===== src/rtl/efti_pkg.sv =====
package efti_pkg;

    localparam int FRAC_BITS   = 28;
    localparam int COORD_WIDTH = 32;

    localparam int CNT_W   = 8;
    localparam int CH_W    = 8;
    localparam int COLOR_W = 3 * CH_W;
    localparam int IDX_W   = 3;

    // |x|, |y| below 2.0 after the escape test
    localparam int MAG_W  = FRAC_BITS + 1;
    localparam int PROD_W = 2 * MAG_W;
    localparam int SQ_W   = FRAC_BITS + 2;
    localparam int XY_W   = FRAC_BITS + 3;
    localparam int SUM_W  = FRAC_BITS + 3;
    localparam int DIFF_W = SQ_W + 1;
    localparam int Z_W    = ((COORD_WIDTH > FRAC_BITS + 3) ? COORD_WIDTH : FRAC_BITS + 3) + 2;

    localparam int LOOP_DEPTH = 4;
    localparam int TAG_W      = $clog2(LOOP_DEPTH);

    localparam logic [Z_W-1:0]   TWO_Z    = Z_W'(2) << FRAC_BITS;
    localparam logic [SUM_W-1:0] FOUR_SUM = SUM_W'(4) << FRAC_BITS;

    localparam logic [1:0] MODE_JULIA  = 2'd1;
    localparam logic [1:0] MODE_MANDEL = 2'd2;

    localparam logic [1:0]        MODE_RESET  = MODE_MANDEL;
    localparam logic [CNT_W-1:0]  LIMIT_RESET = CNT_W'(100);
    localparam logic [CH_W-1:0]   STEP_RESET  = CH_W'(2);
    localparam logic [COORD_WIDTH-1:0] JULIA_RESET =
        COORD_WIDTH'((64'd36 << FRAC_BITS) / 64'd100);

    typedef enum logic [IDX_W-1:0] {
        REG_MODE  = 3'd0,
        REG_LIMIT = 3'd1,
        REG_JRE   = 3'd2,
        REG_JIM   = 3'd3,
        REG_RSTEP = 3'd4,
        REG_GSTEP = 3'd5,
        REG_BSTEP = 3'd6
    } reg_idx_t;

    typedef struct packed {
        logic [1:0]                    mode;
        logic [CNT_W-1:0]              limit;
        logic signed [COORD_WIDTH-1:0] jre;
        logic signed [COORD_WIDTH-1:0] jim;
        logic [CH_W-1:0]               rstep;
        logic [CH_W-1:0]               gstep;
        logic [CH_W-1:0]               bstep;
    } cfg_t;

    typedef struct packed {
        logic                          valid;
        logic                          done;
        logic [TAG_W-1:0]              tag;
        logic [CNT_W-1:0]              count;
        logic signed [Z_W-1:0]         x;
        logic signed [Z_W-1:0]         y;
        logic signed [COORD_WIDTH-1:0] cr;
        logic signed [COORD_WIDTH-1:0] ci;
    } tok_t;

    typedef struct packed {
        logic                          valid;
        logic                          done;
        logic [TAG_W-1:0]              tag;
        logic [CNT_W-1:0]              count;
        logic [MAG_W-1:0]              ax;
        logic [MAG_W-1:0]              ay;
        logic                          neg;
        logic signed [COORD_WIDTH-1:0] cr;
        logic signed [COORD_WIDTH-1:0] ci;
    } mag_tok_t;

    typedef struct packed {
        logic                          valid;
        logic                          done;
        logic [TAG_W-1:0]              tag;
        logic [CNT_W-1:0]              count;
        logic [SQ_W-1:0]               sx;
        logic [SQ_W-1:0]               sy;
        logic [XY_W-1:0]               sxy;
        logic                          neg;
        logic signed [COORD_WIDTH-1:0] cr;
        logic signed [COORD_WIDTH-1:0] ci;
    } sq_tok_t;

    typedef struct packed {
        logic                          valid;
        logic                          done;
        logic [TAG_W-1:0]              tag;
        logic [CNT_W-1:0]              count;
        logic signed [DIFF_W-1:0]      diff;
        logic [XY_W-1:0]               sxy;
        logic                          neg;
        logic signed [COORD_WIDTH-1:0] cr;
        logic signed [COORD_WIDTH-1:0] ci;
    } diff_tok_t;

    // 255 - count*step, clamped at zero
    function automatic logic [CH_W-1:0] chan_value(input logic [CNT_W-1:0] count,
                                                   input logic [CH_W-1:0]  step);
        logic [CNT_W+CH_W-1:0] d;
        d = (CNT_W+CH_W)'(count) * (CNT_W+CH_W)'(step);
        return (d >= (CNT_W+CH_W)'(255)) ? '0 : CH_W'((CNT_W+CH_W)'(255) - d);
    endfunction

endpackage


===== src/rtl/efti_cfg.sv =====
module efti_cfg
    import efti_pkg::*;
(
    input  logic                   clk,
    input  logic                   rst_n,
    input  logic                   cfg_valid,
    output logic                   cfg_ready,
    input  logic [IDX_W-1:0]       cfg_index,
    input  logic [COORD_WIDTH-1:0] cfg_data,
    output cfg_t                   cfg
);

    cfg_t cfg_reg;
    cfg_t cfg_next;

    assign cfg_ready = 1'b1;
    assign cfg       = cfg_reg;

    always_comb
    begin
        cfg_next = cfg_reg;
        if (cfg_valid)
        begin
            unique case (reg_idx_t'(cfg_index))
                REG_MODE:  cfg_next.mode  = cfg_data[1:0];
                REG_LIMIT: cfg_next.limit = cfg_data[CNT_W-1:0];
                REG_JRE:   cfg_next.jre   = cfg_data;
                REG_JIM:   cfg_next.jim   = cfg_data;
                REG_RSTEP: cfg_next.rstep = cfg_data[CH_W-1:0];
                REG_GSTEP: cfg_next.gstep = cfg_data[CH_W-1:0];
                REG_BSTEP: cfg_next.bstep = cfg_data[CH_W-1:0];
                default:   cfg_next = cfg_reg;
            endcase
        end
    end

    always_ff @(posedge clk or negedge rst_n)
    begin
        if (!rst_n)
        begin
            cfg_reg.mode  <= MODE_RESET;
            cfg_reg.limit <= LIMIT_RESET;
            cfg_reg.jre   <= JULIA_RESET;
            cfg_reg.jim   <= JULIA_RESET;
            cfg_reg.rstep <= STEP_RESET;
            cfg_reg.gstep <= STEP_RESET;
            cfg_reg.bstep <= STEP_RESET;
        end
        else
        begin
            cfg_reg <= cfg_next;
        end
    end

endmodule


===== config.mk =====
export PLATFORM = sky130hd
export DESIGN_NAME = efti_cfg
export DESIGN_NICKNAME = d
export VERILOG_FILES = /design/src/rtl/efti_pkg.sv /design/src/rtl/efti_cfg.sv
export SDC_FILE = /design/constraint.sdc
export NUM_CORES = 1
export LEC_CHECK = 0
export BUFFER_PORTS_ARGS = -buffer_cell sky130_fd_sc_hd__buf_2
export CAP_MARGIN = 20
export CORE_ASPECT_RATIO = 1.25
export CORE_UTILIZATION = 50
export DETAILED_ROUTE_END_ITERATION = 7
export HOLD_SLACK_MARGIN = 0.02
export PLACE_DENSITY = 0.8
export RECOVER_POWER = 100
export SLEW_MARGIN = 0
export SYNTH_ARGS = -nofsm -noshare
export SYNTH_HDL_FRONTEND = slang
export SYNTH_SLANG_ARGS = --single-unit

===== constraint.sdc =====
create_clock -name clk -period 2.13 [get_ports clk]
set_clock_uncertainty 0.1 [all_clocks]
set_input_delay 0.213 -clock clk [delete_from_list [all_inputs] [get_ports clk]]
set_output_delay 0.213 -clock clk [all_outputs]
set_load 0.01 [all_outputs]

Word level (Yosys, flattened, before mapping)
Index checks and enable logic that the tools add are counted.
Widths: inputs -> output; s select.
{"block": "totals", "n_memories": 0, "ff_bits": 98, "mem_bits_rw": 0, "output_inout_bits": 99, "latch_bits": 0, "in_bits": 38, "wordCells": 21, "rom_bits": 0}
{"block": "op_classes", "n_mux": 0, "n_lt_le_gt_ge": 0, "eq_ne": 6, "n_shift": 0, "n_addsub": 0, "n_bitwise": 0, "div": 0, "n_reduce_logical": 8, "mul": 0}
{"cell": "$reduce_and 2->1", "count": 7}
{"cell": "$eq 3x3->1 const B", "count": 3}
{"cell": "$eq 3x2->1 const B", "count": 2}
{"cell": "$eq 3x1->1 const B", "count": 1}
{"cell": "$logic_not 3->1", "count": 1}

Longest topological paths before layout
{"block": "logic_depth", "word_depth": 2, "mapped_depth": 5, "depth_no_buf": 2}

Worst setup path before layout
OpenSTA, ideal clock, no wires.
{"block": "synth_path", "path_type": "input to register", "from": "in cfg_valid", "to": "reg cfg_reg (netlist bit cfg[56])", "required_time_ps": 1905, "path_slack_ps": 698, "n_path_buf": 3, "arrival_ps": 1207, "path_stages": 5, "setup_ps": 125, "cell_sequence": "buf_4 > nor4bb_1 > buf_4 > buf_12 > mux2_4"}
{"block": "synth_between", "elab_chain_cells": 1}
{"item": "from (decl)", "line": "efti_cfg.sv:6", "rtl": "input logic cfg_valid,"}
{"item": "$reduce_and 2->1 (no source line)"}
{"item": "to (signal assigned)", "line": "efti_cfg.sv:51", "rtl": "cfg_reg <= cfg_next;"}
{"item": "to (decl)", "line": "efti_cfg.sv:13", "rtl": "cfg_t cfg_reg;"}
No other way between the ends.
A chain may end at the register's enable or synchronous reset.

Final worst setup path
{"block": "layout_path", "from": "in cfg_index[2]", "to": "reg cfg_reg (netlist bit cfg[37])"}
{"block": "layout_between", "elab_chain_cells": 2}
{"item": "from (decl)", "line": "efti_cfg.sv:8", "rtl": "input logic [IDX_W-1:0] cfg_index,"}
{"item": "$eq 3x2->1", "line": "efti_cfg.sv:24", "rtl": "unique case (reg_idx_t'(cfg_index))"}
{"item": "$reduce_and 2->1 (no source line)"}
No other way between the ends.

==> out/results.tsv <==
stage	metric	value	unit
drt	dr_wl_met3	512	microns
cts	clockRootBuffer	clkbuf_8	
cts	htreeDepth	3	
outcome	outcome	completed	
layout	diodes	0	
placement	port_buffers	135	
yosys	syn_area	3890	sq um
layout	final_nets	418	
cts	clockBufferDepth	2	
drt	vias	2407	
critical_path	critical_path.startpoint	cfg_index[2]	
grt	grtUsageTotal	20.8	%
drt	drtIter0Drc	64	
grt	grt_first_pass_wirelength	12500	microns
power	finalPower	4870	uW
drt	drtAntennaViolNets	0	
layout	syn_to_final_growth	25.1	%
cts	cts_buffers	9	
yosys	synth_seq_cells	98	
cts	clkTransAtPathRegs	90	ps
layout	layout_commonest_cell	clkbuf_1	
layout	largest_register_ffs	98	
floorplanning	initial_core_util	52.2	%
cts	postCtsHoldBufs	25	
critical_path	end_kind	flip-flop	
timing	fmax	0.616	GHz
floorplanning	dieArea	8140	sq um
drt	first_pass_iters	4	
yosys	avgSynthCellArea	18.1	sq um
critical_path	worstSetupEndpoint	cfg[37]	
run	max-cap-violations	0	
timing	timing_hold_violations_final	0	
cts	clock-sinks	98	
drt	dr_wl_met2	3990	microns
yosys	synthCells	215	
timing	fin_crit_sh	76.2	%
yosys	synth.distinct_cells	11	
critical_path	worst_r2r_path_depth	1	
drt	drc_errors	0	
yosys	syn_nets	253	
timing	min_period	1620	ps
cts	postCtsSetupRepairBufs	0	
cts	clock_latency	350	ps
layout	drive_above_1_share	41.8	%
timing	drv_slew	0	
timing	rsz0062_at_grt	false	
yosys	ys_seq_area_share	64.2	%
power	peakVddDrop	0.000674	V
layout	final_util	65.4	%
floorplanning	die_h	101	microns
floorplanning	io_pins	137	
drt	highest_layer	met4	
critical_path	crit_arrival	1770	ps
min_path	hold_class	input pin to flip-flop	
critical_path	r2r-end	cfg[85]	
drt	avgViaCountPerCell	5.05	
min_path	min_path_cells	2	
critical_path	crit_type	input pin to flip-flop	
placement	dp_hpwl	5210	microns
placement	gp_congestion	0.728	
floorplanning	rows	35	
critical_path	r2r_start	cfg[85]	
timing	hold-worst-slack	50.3	ps
timing	worst_pin_slew	891	ps
critical_path	cp_max_fo	32	
drt	wl_met1	3470	microns
critical_path	crit_required	2270	ps
power	p_leak	0.00206	uW
timing	slew_headroom	40.6	%
grt	grt_start_max_net_pins	83	
drt	routed_wl	8120	microns
floorplanning	fp.dieW	80.9	microns
floorplanning	fp.coreArea	7440	sq um
grt	antenna_found_initial	0	
critical_path	ff2ff_setup_slack	1200	ps
drt	wire_per_inst	17.0	microns
layout	fillCellCount	602	
grt	grt_pass1_vias	2477	
yosys	ys_warn_count	0	
layout	final_cell_mix	clkbuf_1 (95), mux2_2 (68), dfrtp_1 (63)	
cts	cts_tree	yes	
timing	tns	0	ps
critical_path	cp-start-kind	input pin	
power	power.density	1000	nW/um^2
grt	grt.overflow.total	0	
cts	cts_resized	0	
timing	setup_viol	0	
report_power, final:
part	switching [uW]	internal, uW
registers	213	2370
clock network	623	574
logic	582	516
total	1420	3460
critical path, stage by stage:
cell and delay (ps):
clkbuf_1 240, nand4b_1 170, clkbuf_2 680, mux2_2 420
cell families after synthesis:
family        after synthesis  synth area share (%)
buf+inv                    11                  2.77
mux                        98                  31.3
other cells                 1                0.0964
simple gates                7                  1.67
flops                      98                  64.2
cell usage after synthesis:
| master | instances | area (sq um) |
|---|---|---|
| buf_4 | 3 | 22.5 |
| mux2_2 | 68 | 766 |
| buf_2 | 5 | 25.0 |
| nor4b_1 | 1 | 8.76 |
| nor4bb_1 | 3 | 30.0 |
| conb_1 | 1 | 3.75 |
| nand4b_1 | 3 | 26.3 |
| buf_12 | 3 | 60.1 |
| dfstp_2 | 35 | 920 |
| dfrtp_1 | 63 | 1580 |
| mux2_4 | 30 | 450 |
cell type report:
| cell class | count | area (sq um) | area share [%] |
|---|---|---|---|
| multi-input cells | 106 | 1190 | 24.4 |
| clock buffers | 10 | 138 | 2.83 |
| clock inverters | 6 | 66.3 | 1.36 |
| flip-flops and latches | 98 | 2500 | 51.3 |
| well taps | 92 | 115 | 2.37 |
| repair buffers | 165 | 865 | 17.8 |
stage by stage:
stage	setup WS, ps	instance area (sq um)	cells
after global routing	459	4870	477
after detailed placement	507	4680	436
after global placement	531	4680	436
after CTS	775	5130	477
final	508	4870	477
after floorplan	698	3890	215
how the worst min path moves through the flow:
stage | from | endpoint
floorplan | rst_n | cfg[0]
global placement | rst_n | cfg[68]
detailed placement | rst_n | cfg[36]
CTS | cfg_data[7] | cfg[63]
global route | cfg_data[5] | cfg[61]
finish | cfg_data[7] | cfg[63]
per-layer routing:
metal	GRT usage, %	vias to the layer above
li1	-	1098
met1	25.8	1206
met2	34.5	92
met3	5.34	11
met4	7.97	0
met5	0	-
Note: power is estimated with default switching activity, not from simulation.
