**src/rtl/efti_pkg.sv**
```systemverilog
package efti_pkg;

    localparam int FRAC_BITS   = 28;
    localparam int COORD_WIDTH = 32;

    localparam int CNT_W   = 8;
    localparam int CH_W    = 8;
    localparam int COLOR_W = 3 * CH_W;
    localparam int IDX_W   = 3;

    // |x|, |y| below 2.0 after the escape test
    localparam int MAG_W  = FRAC_BITS + 1;
    localparam int PROD_W = 2 * MAG_W;
    localparam int SQ_W   = FRAC_BITS + 2;
    localparam int XY_W   = FRAC_BITS + 3;
    localparam int SUM_W  = FRAC_BITS + 3;
    localparam int DIFF_W = SQ_W + 1;
    localparam int Z_W    = ((COORD_WIDTH > FRAC_BITS + 3) ? COORD_WIDTH : FRAC_BITS + 3) + 2;

    localparam int LOOP_DEPTH = 4;
    localparam int TAG_W      = $clog2(LOOP_DEPTH);

    localparam logic [Z_W-1:0]   TWO_Z    = Z_W'(2) << FRAC_BITS;
    localparam logic [SUM_W-1:0] FOUR_SUM = SUM_W'(4) << FRAC_BITS;

    localparam logic [1:0] MODE_JULIA  = 2'd1;
    localparam logic [1:0] MODE_MANDEL = 2'd2;

    localparam logic [1:0]        MODE_RESET  = MODE_MANDEL;
    localparam logic [CNT_W-1:0]  LIMIT_RESET = CNT_W'(100);
    localparam logic [CH_W-1:0]   STEP_RESET  = CH_W'(2);
    localparam logic [COORD_WIDTH-1:0] JULIA_RESET =
        COORD_WIDTH'((64'd36 << FRAC_BITS) / 64'd100);

    typedef enum logic [IDX_W-1:0] {
        REG_MODE  = 3'd0,
        REG_LIMIT = 3'd1,
        REG_JRE   = 3'd2,
        REG_JIM   = 3'd3,
        REG_RSTEP = 3'd4,
        REG_GSTEP = 3'd5,
        REG_BSTEP = 3'd6
    } reg_idx_t;

    typedef struct packed {
        logic [1:0]                    mode;
        logic [CNT_W-1:0]              limit;
        logic signed [COORD_WIDTH-1:0] jre;
        logic signed [COORD_WIDTH-1:0] jim;
        logic [CH_W-1:0]               rstep;
        logic [CH_W-1:0]               gstep;
        logic [CH_W-1:0]               bstep;
    } cfg_t;

    typedef struct packed {
        logic                          valid;
        logic                          done;
        logic [TAG_W-1:0]              tag;
        logic [CNT_W-1:0]              count;
        logic signed [Z_W-1:0]         x;
        logic signed [Z_W-1:0]         y;
        logic signed [COORD_WIDTH-1:0] cr;
        logic signed [COORD_WIDTH-1:0] ci;
    } tok_t;

    typedef struct packed {
        logic                          valid;
        logic                          done;
        logic [TAG_W-1:0]              tag;
        logic [CNT_W-1:0]              count;
        logic [MAG_W-1:0]              ax;
        logic [MAG_W-1:0]              ay;
        logic                          neg;
        logic signed [COORD_WIDTH-1:0] cr;
        logic signed [COORD_WIDTH-1:0] ci;
    } mag_tok_t;

    typedef struct packed {
        logic                          valid;
        logic                          done;
        logic [TAG_W-1:0]              tag;
        logic [CNT_W-1:0]              count;
        logic [SQ_W-1:0]               sx;
        logic [SQ_W-1:0]               sy;
        logic [XY_W-1:0]               sxy;
        logic                          neg;
        logic signed [COORD_WIDTH-1:0] cr;
        logic signed [COORD_WIDTH-1:0] ci;
    } sq_tok_t;

    typedef struct packed {
        logic                          valid;
        logic                          done;
        logic [TAG_W-1:0]              tag;
        logic [CNT_W-1:0]              count;
        logic signed [DIFF_W-1:0]      diff;
        logic [XY_W-1:0]               sxy;
        logic                          neg;
        logic signed [COORD_WIDTH-1:0] cr;
        logic signed [COORD_WIDTH-1:0] ci;
    } diff_tok_t;

    // 255 - count*step, clamped at zero
    function automatic logic [CH_W-1:0] chan_value(input logic [CNT_W-1:0] count,
                                                   input logic [CH_W-1:0]  step);
        logic [CNT_W+CH_W-1:0] d;
        d = (CNT_W+CH_W)'(count) * (CNT_W+CH_W)'(step);
        return (d >= (CNT_W+CH_W)'(255)) ? '0 : CH_W'((CNT_W+CH_W)'(255) - d);
    endfunction

endpackage

```
**src/rtl/efti_out.sv**
```systemverilog
module efti_out
    import efti_pkg::*;
(
    input  logic               clk,
    input  logic               rst_n,
    input  cfg_t               cfg,
    input  logic               ret_valid,
    output logic               ret_ready,
    input  logic [CNT_W-1:0]   ret_count,
    output logic               out_valid,
    input  logic               out_ready,
    output logic [CNT_W-1:0]   escape_count,
    output logic [COLOR_W-1:0] pixel_color
);

    logic               valid_reg, valid_next;
    logic [CNT_W-1:0]   count_reg, count_next;
    logic [COLOR_W-1:0] color_reg, color_next;

    assign ret_ready    = !valid_reg || out_ready;
    assign out_valid    = valid_reg;
    assign escape_count = count_reg;
    assign pixel_color  = color_reg;

    always_comb
    begin
        valid_next = valid_reg;
        count_next = count_reg;
        color_next = color_reg;
        if (out_ready)
            valid_next = 1'b0;
        if (ret_valid && ret_ready)
        begin
            valid_next = 1'b1;
            count_next = ret_count;
            color_next = {chan_value(ret_count, cfg.rstep),
                          chan_value(ret_count, cfg.gstep),
                          chan_value(ret_count, cfg.bstep)};
        end
    end

    always_ff @(posedge clk or negedge rst_n)
    begin
        if (!rst_n)
            valid_reg <= 1'b0;
        else
            valid_reg <= valid_next;
    end

    always_ff @(posedge clk)
    begin
        count_reg <= count_next;
        color_reg <= color_next;
    end

endmodule

```
**config.mk**
```make
export PLATFORM = sky130hd
export DESIGN_NAME = efti_out
export DESIGN_NICKNAME = d
export VERILOG_FILES = /design/src/rtl/efti_pkg.sv /design/src/rtl/efti_out.sv
export SDC_FILE = /design/constraint.sdc
export NUM_CORES = 1
export LEC_CHECK = 0
export BUFFER_PORTS_ARGS = -buffer_cell sky130_fd_sc_hd__buf_2
export CORE_MARGIN = 2
export CORE_UTILIZATION = 40
export CTS_CLUSTER_DIAMETER = 60
export DETAILED_ROUTE_END_ITERATION = 12
export GPL_ROUTABILITY_DRIVEN = 0
export PLACE_DENSITY = 0.69
export SYNTH_ARGS = -nofsm -noshare
export SYNTH_HDL_FRONTEND = slang
export SYNTH_SLANG_ARGS = --single-unit
```
**constraint.sdc**
```tcl
create_clock -name clk -period 2.25 [get_ports clk]
set_clock_uncertainty 0.15 [all_clocks]
set_input_delay 0.1125 -clock clk [delete_from_list [all_inputs] [get_ports clk]]
set_output_delay 0.1125 -clock clk [all_outputs]
set_load 0.1 [all_outputs]
```
# [Word level (Yosys, flattened, before mapping)]
# Index checks and enable logic that the tools add are counted.
[totals] regBits=33 input_bits=110 output_inout_bits=34 elab_cells=20
[classes] n_addsub=3 multipliers=3 n_lt_le_gt_ge=3 n_mux=2 reduce_logical=4
[op_table] cell="16-bit by 8-bit greater-or-equal comparator with 1-bit output (second input constant)" count=3
[op_table] cell="8-bit by 8-bit multiplier with 16-bit output" count=3
[op_table] cell="8-bit subtractor (first input constant)" count=3
[op_table] cell="1-bit 2-to-1 mux" count=2
[op_table] cell="2-bit nonzero test" count=1
[op_table] cell="1-bit logical AND" count=1
[op_table] cell="1-bit zero test" count=1
[op_table] cell="1-bit logical OR" count=1

# [Depth between registers and ports, before layout]
# Gate-level depths: netlist (run 1).
[logic_depth] depth_word=4 mapped_depth=18 mapped_depth_nobuf=17

# [Least setup slack after synthesis (run 1)]
# No wires, ideal clock.
[synth_timing] path_type="input-to-reg" startpoint="in ret_count[0]" endpoint="reg color_reg[1], in the netlist pixel_color[1], data pin" setup_ns=0.151 arrival_ns=4.339 required_time_ns=1.949 path_slack_ns=-2.389 stages=17 n_path_buf=1 cell_sequence="clkbuf_1 > nand2_1 > fa_1 > fa_1 > inv_1 > fa_1 > inv_1 > fa_1 > inv_1 > ha_1 > o21ai_1 > o21ai_1 > a221oi_2 > nor4b_1 > a211oi_1 > nand4_4 > nor3b_2"
[synth_between] elab_chain_cells=2 word_cells_on_any_way=3 cone_classes="add/sub: 1; mul: 1; order compare: 1"
[synth_lines] element="from (decl)" line="efti_out.sv:9" text="input logic [CNT_W-1:0] ret_count,"
[synth_lines] element="8-bit by 8-bit multiplier with 16-bit output *" line="efti_pkg.sv:107" text="d = (CNT_W+CH_W)'(count) * (CNT_W+CH_W)'(step);"
[synth_lines] element="16-bit by 8-bit greater-or-equal comparator with 1-bit output or 8-bit subtractor (tied branches)" line="efti_pkg.sv:108" text="return (d >= (CNT_W+CH_W)'(255)) ? '0 : CH_W'((CNT_W+CH_W)'(255) - d);"
[synth_lines] element="to (signal assigned)" line="efti_out.sv:53" text="color_reg <= color_next;"
[synth_lines] element="to (decl)" line="efti_out.sv:18" text="logic [COLOR_W-1:0] color_reg, color_next;"
# Mark *: on every way between the ends. The rest lies on a longest branch, timed or not.
# A chain may end at the register's enable or synchronous reset.

# [Worst setup path in the final report (run 1)]
[layout_timing] startpoint="in ret_count[0]" endpoint="reg color_reg[14], in the netlist pixel_color[14], data pin"
# Same word-level chain as after synthesis.

==> results of run 1 <==
[power by group through the flow]
stage	logic [mW]	clock network, mW	registers [mW]
final	7.77	0.707	0.728
after global routing	8.66	0.737	0.733
after global placement	6.84	0	0.742
after floorplan	4.55	0	1.00
after CTS	7.50	0.722	0.729
after detailed placement	6.96	0	0.742
[cells in the final DEF (no fill, tap or decap), types with 6 or more instances in the layout]
cell / n
buf_4: 147
and2_1: 132
inv_1: 130
fa_1: 104
ha_1: 93
buf_2: 53
nand2_1: 49
edfxtp_1: 32
and2_4: 20
nor2_1: 19
a21oi_1: 18
ha_4: 15
o21ai_0: 12
inv_2: 11
xnor2_1: 11
xor2_1: 9
buf_6: 9
nor3_1: 8
nor2_4: 7
buf_12: 7
nand3_1: 6
a21o_1: 6
a21oi_2: 6
clkbuf_16: 6
dlygate4sd3_1: 6
[worst min-delay path by stage]
stage,startpoint,to,slack [ns],depth (start not counted)
2_1_floorplan,rst_n,out_valid,-0.33,0
4_1_cts,ret_count[2],escape_count[2],0.03,2
6_report,ret_count[2],escape_count[2],0.04,2
3_5_place_dp,rst_n,out_valid,-0.26,1
5_1_grt,ret_count[2],escape_count[2],0.04,2
3_3_place_gp,rst_n,out_valid,-0.26,1
[registers in the layout (all words and copies together), names as in the netlist]
name and flops:
escape_count 8, pixel_color 24, out_valid 1
[worst max-delay path, cell delays in order]
cell and delay (ns):
buf_4 0.16, buf_6 0.14, buf_4 0.15, and2_1 0.14, ha_1 0.21, fa_1 0.44, ha_1 0.30, inv_1 0.05
fa_1 0.47, inv_1 0.07, fa_2 0.37, a21o_1 0.20, buf_4 0.14, a22oi_2 0.20, a21oi_2 0.10, xor2_1 0.16
nor4_2 0.38, nand4_4 0.21, o21ba_4 0.27
[cell type report]
type	instances	area [um2]
Clock buffer	5	125
Clock inverter	3	17.5
Fill cell	1620	8400
Inverter	141	529
Multi-Input combinational cell	628	6580
Sequential cell	33	987
Tap cell	234	293
Timing Repair Buffer	232	1840
[repair_timing]
action,CTS,global route
pin swaps,44,33
setup endpoints to repair,24,24
endpoints found under the hold margin,4,0
hold buffers,6,0
buffers inserted,11,3
cloned,3,1
gates resized for setup,89,36
[per-layer routing]
metal  wire, um  GRT usage  vias to the layer above
met5          0          0                        -
met4        242     0.0349                        0
met3        868     0.0353                       22
met2       8610      0.326                      127
met1       8260      0.250                     3154
li1           -          -                     3107
[cell families after synthesis]
family                   after synthesis
AND/OR/NAND/NOR                      288
adder cells (fa/ha/maj)              216
buffers and inverters                159
AO/OA/AOI/OAI                         97
flip-flops                            33
XOR/XNOR                              21
multiplexers                           6
==> results.json, run 1 <==
{
  "post-route-min-period_ns": 4.27,
  "p_seq_frac": 0.079,
  "hold_class": "in -> reg",
  "ys_async_sr_fraction": 0.0303,
  "rr_endpoint": "escape_count[7]",
  "timing.final.crit_share": 1.90,
  "max_freq_mhz": 234,
  "outcome": "finished, violations left",
  "final_cell_count_no_fill": 1276,
  "dp_cells": 1244,
  "clk_pin_slew_worst_paths_ns": 0.06,
  "synth_top_area_frac": 0.282,
  "num_io_pins": 144,
  "drtIter0Drc": 401,
  "num_rows": 50,
  "antenna_found_initial": 0,
  "dp_hpwl_mm": 14.6,
  "insertion_delay_ns": 0.29,
  "cts_made_buffers": 5,
  "preCtsSetupSlack_ns": -2.47,
  "worstSetupPathType": "in -> reg",
  "die_h_um": 142,
  "die_width_um": 142,
  "drc": 0,
  "ff2ff_path_depth": 3,
  "core_area_um2": 18800,
  "vias_per_cell": 5.02,
  "synth_warnings": 0,
  "ys_seq_area_frac": 0.129,
  "hold_slack_ns": 0.0422,
  "port_buffers": 69,
  "violations": "negative setup slack",
  "avgSynthCellArea_um2": 9.35,
  "critPathArrivalTime_ns": 4.28,
  "synth_top_family_by_area": "adder cells",
  "setup_slack_ns": -2.02,
  "total_power_mw": 9.20,
  "finalInstanceArea_um2": 10400,
  "h-tree-depth": 2,
  "grt.total_usage": 0.189,
  "r2r_start": "out_valid",
  "dieArea_um2": 20300,
  "synth_compound_area_frac": 0.0868,
  "diodes": 0,
  "dpl-instance-area_um2": 9520,
  "syn-cell-area_um2": 7670,
  "critical_path.max_fanout": 9,
  "synth_top_cell_by_area": "fa_1",
  "synthFlopType": "edfxtp_1",
  "hold_violations": 0,
  "synth_seq_cells": 33,
  "end_kind": "register",
  "clock-sinks": 33,
  "rrSetupSlack_ns": 0.69,
  "drv_cap": 0,
  "cts_root_buf": "clkbuf_16",
  "p_leak_nw": 5.13,
  "synth_edf_count": 32,
  "final_layout_size_suffix_gt1_frac": 0.332,
  "layout.nets": 1367,
  "cts.path.max_buffers": 2,
  "synthTopCellsByArea": "fa_1 (28%), ha_1 (18%), edfxtp_1 (13%), and2_1 (12%), inv_1 (6.9%)",
  "drt-pass1-iter-count": 4,
  "vdd_drop_max_mv": 0.505,
  "final_util": 0.552,
  "synth.distinct_cells": 64,
  "grt_pass1_wl_mm": 31.5,
  "synthAdderAreaFrac": 0.458,
  "worstPathRequired_ns": 2.26,
  "switchingPower_mw": 4.12,
  "wl_per_cell_um": 14.1,
  "final-max-slew-violation-count": 0,
  "power.density_nw_per_um2": 887,
  "p_sw_frac": 0.448,
  "start_util": 0.409,
  "cts_tree": "done",
  "post_synth_and_or_nand_nor_area_fraction": 0.216,
  "synthCells": 820,
  "synth_xor_area_frac": 0.0240,
  "wirelength_mm": 18.0,
  "syn_to_final_growth_pct": 35.2,
  "maxSlewHeadroom": 0.673,
  "worstSetupStartpoint": "ret_count[0]",
  "grt_pass1_vias": 6876,
  "worst_slew_pin_slew_ns": 0.493,
  "clock_power_share": 0.077,
  "p_int_mw": 5.08,
  "start_kind": "primary input",
  "synth_most_common_cell": "and2_1",
  "synth_nets": 1146,
  "crit_end": "pixel_color[14]",
  "ant_nets": 0,
  "pwr-share-comb": 0.844,
  "synthMuxAreaShare": 0.00816,
  "setup_viol": 24,
  "grt_max_degree": 18,
  "grt_overflow": 0,
  "synth_commonest_cells": "and2_1 (153), inv_1 (141), fa_1 (108), ha_1 (108), nand2_1 (52)",
  "rsz0062_at_grt": "yes",
  "vias": 6410,
  "setup_tns_ns": -45.39
}
No activity file was read; power rests on OpenSTA's default activity.
==> inputs of run 2 (changes only) <==
MAX_ROUTING_LAYER = met4   (was default)
==> run 2 against run 1 <==
The run still ends with negative setup slack left. Routed wire length decreased by 0.20%. Final cell count unchanged. Global-route usage up 0.56 points. First-iteration DRC count is 9.7% lower. Sequential power is essentially flat. Largest power group unchanged. Largest cell class unchanged. Power is essentially flat. Critical path depth shrank 3.
==> results.json, run 2 (synthesis results as in run 1) <==
{
  "outcome": "finished, violations left",
  "violations": "negative setup slack",
  "use_met3": 0.0347,
  "worst_slew_pin_slew_ns": 0.493,
  "cts_tree": "done",
  "worstSetupPathType": "in -> reg",
  "drt-pass1-iter-count": 4,
  "largest_register_ffs": 24,
  "ff2ff_path_depth": 3,
  "num_rows": 50,
  "grt_pass1_wl_mm": 31.5,
  "power.density_nw_per_um2": 887,
  "setup_slack_ns": -2.02,
  "dieArea_um2": 20300,
  "ant_nets": 0,
  "grt_max_degree": 18,
  "h-tree-depth": 2,
  "fill_cells": 1620,
  "grt.total_usage": 0.194,
  "critical_path.max_fanout": 8,
  "finalInstanceArea_um2": 10400,
  "max_freq_mhz": 234,
  "vdd_drop_max_mv": 0.505,
  "die_h_um": 142,
  "clk_pin_slew_worst_paths_ns": 0.06,
  "grt_most_used_layer": "met2",
  "port_buffers": 69,
  "layout.nets": 1367,
  "die_width_um": 142,
  "drc": 0,
  "cts_root_buf": "clkbuf_16",
  "path_cells": "buf_12, and2_4, fa_1, fa_1, fa_1, inv_2, fa_1, inv_2, ha_4, a211o_1, o221ai_2, a21oi_2, mux2i_1, nor4_2, nand4_4, o21ba_4",
  "vias_per_cell": 5.00,
  "hold_depth": 2,
  "antenna_found_initial": 0,
  "cp_slowest_cell": "fa_1",
  "drtIter0Drc": 362,
  "hold_class": "in -> reg",
  "grtUsageMet2": 0.326,
  "wl_per_cell_um": 14.1,
  "drv_cap": 0,
  "num_io_pins": 144,
  "p_leak_nw": 5.13,
  "diodes": 0,
  "post-route-min-period_ns": 4.27,
  "mostFrequentLayoutCell": "buf_4",
  "wirelength_mm": 17.9,
  "rsz0062_at_grt": "yes",
  "total_power_mw": 9.20,
  "end_kind": "register",
  "max_stage_delay_ns": 0.51,
  "dp_hpwl_mm": 14.6,
  "multiInputGateArea_um2": 6580,
  "worstPathRequired_ns": 2.26,
  "register_area_um2": 987,
  "insertion_delay_ns": 0.29,
  "clock-sinks": 33,
  "final_cell_mix": "buf_4 (147), and2_1 (132), inv_1 (130)",
  "grt_pass1_vias": 6883,
  "final-max-slew-violation-count": 0,
  "maxSlewHeadroom": 0.673,
  "gr-usage-met1": 0.250,
  "grt_overflow": 0,
  "start_util": 0.409,
  "vias": 6384,
  "timing.final.crit_share": 1.90,
  "dpl-instance-area_um2": 9520,
  "setup_viol": 24,
  "preCtsSetupSlack_ns": -2.47,
  "core_area_um2": 18800,
  "final_layout_size_suffix_gt1_frac": 0.332,
  "critPathArrivalTime_ns": 4.28,
  "start_kind": "primary input",
  "cts.path.max_buffers": 2,
  "syn_to_final_growth_pct": 35.2,
  "hold_violations": 0,
  "cts_made_buffers": 5,
  "cp_common_cell": "fa_1"
}
[run 2: worst max-delay path: cells and delay by family]
family                   cells  cell delay, ns
AO/OA/AOI/OAI                4            0.87
AND/OR/NAND/NOR              3            0.73
buffers and inverters        3            0.20
adder cells (fa/ha/maj)      5            2.24
multiplexers                 1            0.14
[run 2: report_power, final]
part	total, mW	leakage (nW)	internal [mW]	switching (mW)
Sequential	0.728	0.328	0.720	0.00819
Clock	0.709	0.0696	0.407	0.303
Combinational	7.76	4.74	3.96	3.81
Total	9.20	5.13	5.08	4.12
[run 2: cell type report]
type / count / share of cell area
multi-input combinational: 628 / 0.634
timing repair buffer: 232 / 0.178
sequential: 33 / 0.0952
inverter: 141 / 0.0511
tap: 234 / 0.0282
clock buffer: 5 / 0.0121
clock inverter: 3 / 0.00169
[run 2: worst paths after layout]
path,startpoint,slack (ns),to
max in group asynchronous,rst_n,1.33,out_valid
min in group asynchronous,rst_n,0.50,out_valid
max reg2reg,out_valid,0.69,pixel_color[19]
min,ret_count[2],0.04,escape_count[2]
max,ret_count[7],-2.02,pixel_color[14]
min reg2reg,out_valid,0.82,escape_count[4]
[run 2: repair_timing]
| item | 4_1_cts | 5_1_grt |
|---|---|---|
| setup endpoints to repair | 24 | 24 |
| setup buffers | 11 | 3 |
| resized for setup | 89 | 36 |
| pin swaps | 44 | 33 |
| hold endpoints to repair | 4 | 0 |
| cloned | 3 | 1 |
| hold buffers | 6 | 0 |
[run 2: layer usage]
layer	up-vias	share of wire	wire length [um]
met5	-	0	0
li1	3109	-	-
met1	3130	0.46	8230
met3	22	0.050	893
met2	123	0.48	8590
met4	0	0.013	233
[run 2: stage by stage]
| step | TNS, ns | cells | hold WS [ns] | util |
|---|---|---|---|---|
| after global placement | -55.70 | 1244 | -0.262 | 0.507 |
| after detailed placement | -57.16 | 1244 | -0.262 | 0.507 |
| after CTS | -45.88 | 1272 | 0.0333 | 0.543 |
| after global routing | -49.84 | 1276 | 0.0431 | 0.552 |
| final | -45.39 | 1276 | 0.0380 | 0.552 |
| after floorplan | -47.65 | 820 | -0.333 | - |
==> inputs of run 3 (changes only) <==
BUFFER_PORTS_ARGS = -buffer_cell sky130_fd_sc_hd__buf_4   (was -buffer_cell sky130_fd_sc_hd__buf_2)
==> run 3 against run 2 <==
Critical path depth up 1. First-iteration DRC count is 20% lower. Global-route usage increased by 0.24 points. Routed wire length is 4.7% higher. Largest power group unchanged. Worst hold slack worse by 0.031 ns. The run still ends with negative setup slack left. Worst setup slack worse by 0.0024 ns. Sequential share of layout area fell by 0.090 points. Non-clock buffer count shrank 1. Clock power decreased by 2%. Utilization rose by 0.53 points. Power down 1.1%.
==> results.json, run 3 (synthesis results as in run 1) <==
{
  "pwr-share-comb": 0.843,
  "final_layout_size_suffix_gt1_frac": 0.329,
  "hold_slack_ns": 0.00657,
  "preCtsSetupSlack_ns": -2.47,
  "die_h_um": 142,
  "path_cells": "buf_12, buf_6, and2_4, fa_1, fa_1, fa_1, inv_2, fa_1, inv_2, ha_4, or3_1, o21ai_1, a21oi_2, xor2_1, nor4_2, nand4_4, o21ba_4",
  "start_util": 0.409,
  "violations": "negative setup slack",
  "final-max-slew-violation-count": 0,
  "drt-pass1-iter-count": 4,
  "final_cell_count_no_fill": 1275,
  "finalInstanceArea_um2": 10500,
  "dp_cells": 1243,
  "ant_nets": 0,
  "ff2ff_path_depth": 3,
  "final_cell_mix": "buf_4 (203), and2_1 (135), inv_1 (128)",
  "port_buffers": 69,
  "core_area_um2": 18800,
  "layout.nets": 1366,
  "diodes": 0,
  "power.density_nw_per_um2": 870,
  "drtIter0Drc": 289,
  "post-route-min-period_ns": 4.27,
  "critical_path.max_fanout": 8,
  "worst_slew_pin_slew_ns": 0.415,
  "start_kind": "primary input",
  "grt.total_usage": 0.197,
  "clock-sinks": 33,
  "antenna_found_initial": 1,
  "p_leak_nw": 5.16,
  "hold_class": "in -> reg",
  "syn_to_final_growth_pct": 36.5,
  "p_int_mw": 4.99,
  "clock_power_share": 0.077,
  "setup_viol": 24,
  "num_io_pins": 144,
  "max_stage_delay_ns": 0.53,
  "wirelength_mm": 18.8,
  "vias": 6380,
  "mostFrequentLayoutCell": "buf_4",
  "num_rows": 50,
  "cts_tree": "done",
  "drc": 0,
  "rsz0062_at_grt": "yes",
  "dp_hpwl_mm": 15.2,
  "maxSlewHeadroom": 0.723,
  "worstHoldEndpoint": "escape_count[3]",
  "worstPathRequired_ns": 2.27,
  "h-tree-depth": 2,
  "grt_overflow": 0,
  "critPathArrivalTime_ns": 4.29,
  "final_util": 0.558,
  "setup_slack_ns": -2.02,
  "cp_slowest_cell": "fa_1",
  "die_width_um": 142,
  "p_sw_frac": 0.452,
  "worstSetupPathType": "in -> reg",
  "cts_made_buffers": 5,
  "end_kind": "register",
  "cp_common_cell": "fa_1",
  "dpl-instance-area_um2": 9690,
  "worstSetupStartpoint": "ret_count[4]",
  "clk_pin_slew_worst_paths_ns": 0.07,
  "grt_max_degree": 18,
  "hold_depth": 2,
  "hold_violations": 0,
  "rr_endpoint": "pixel_color[16]",
  "grt_pass1_vias": 6696,
  "largest_register_ffs": 24,
  "max_freq_mhz": 234,
  "grt_pass1_wl_mm": 31.2,
  "vias_per_cell": 5.00,
  "hold_start": "ret_count[3]",
  "cts.path.max_buffers": 2,
  "insertion_delay_ns": 0.30,
  "timing.final.crit_share": 1.90,
  "vdd_drop_max_mv": 0.426,
  "outcome": "finished, violations left",
  "drv_cap": 0,
  "switchingPower_mw": 4.11,
  "rrSetupSlack_ns": 0.64,
  "dieArea_um2": 20300,
  "cts_root_buf": "clkbuf_16",
  "wl_per_cell_um": 14.7,
  "r2r_start": "out_valid",
  "p_seq_frac": 0.080
}
==> run 3: cell count changes in the layout (fill, tap and decap cells not counted), sizes merged <==
cell / delta
clkinvlp: -1
buf: +2
clkbuf: +2
clkinv: -2
dlygate4sd3: -2
==> run 3: power by group through the flow <==
stage / Combinational (mW) / Clock (mW) / Sequential, mW
after CTS: 7.33 / 0.708 / 0.732
after floorplan: 4.55 / 0 / 1.00
after global routing: 8.47 / 0.736 / 0.734
final: 7.67 / 0.697 / 0.732
after detailed placement: 6.95 / 0 / 0.744
after global placement: 6.83 / 0 / 0.744
==> run 3: what timing repair did <==
item,4_1_cts,5_1_grt
hold buffers,4,0
endpoints found under the setup margin,24,24
endpoints found under the hold margin,2,0
gates resized for setup,58,51
pin swaps,36,52
gates cloned,0,2
setup buffers,14,4
==> run 3: routing by layer <==
| layer | global-route usage | wire length (um) | vias to the layer above |
|---|---|---|---|
| met2 | 0.332 | 9150 | 140 |
| met1 | 0.256 | 8480 | 3113 |
| met4 | 0.0391 | 269 | 0 |
| li1 | - | - | 3105 |
| met5 | - | 0 | - |
| met3 | 0.0252 | 877 | 22 |
==> run 3: worst max-delay path by stage <==
stage / slack [ns] / end / depth (start not counted)
floorplan: -2.18 / pixel_color[14] / 17
global placement: -2.39 / pixel_color[14] / 16
detailed placement: -2.47 / pixel_color[14] / 16
CTS: -2.07 / pixel_color[4] / 16
global route: -2.22 / pixel_color[14] / 17
finish: -2.02 / pixel_color[14] / 17
==> run 3: stage by stage <==
stage / total power, mW / TNS (ns)
global route: 9.95 / -50.46
finish: 9.10 / -45.85
floorplan: 5.55 / -47.65
detailed placement: 7.70 / -56.10
CTS: 8.77 / -46.85
global placement: 7.57 / -54.46
==> run 3: area by class of cell <==
class / instances / area [um2]
Inverter: 141 / 529
Multi-Input combinational cell: 628 / 6570
Clock buffer: 8 / 136
Timing Repair Buffer: 231 / 1950
Sequential cell: 33 / 987
Tap cell: 234 / 293
Fill cell: 1616 / 8300
==> run 3: worst max-delay path, delay by kind of cell <==
kind            cells  cell delay [ns]
fa+ha+maj           5             2.21
xor+xnor            1             0.16
buf+inv             4             0.32
simple gates        4             1.06
compound gates      3             0.43
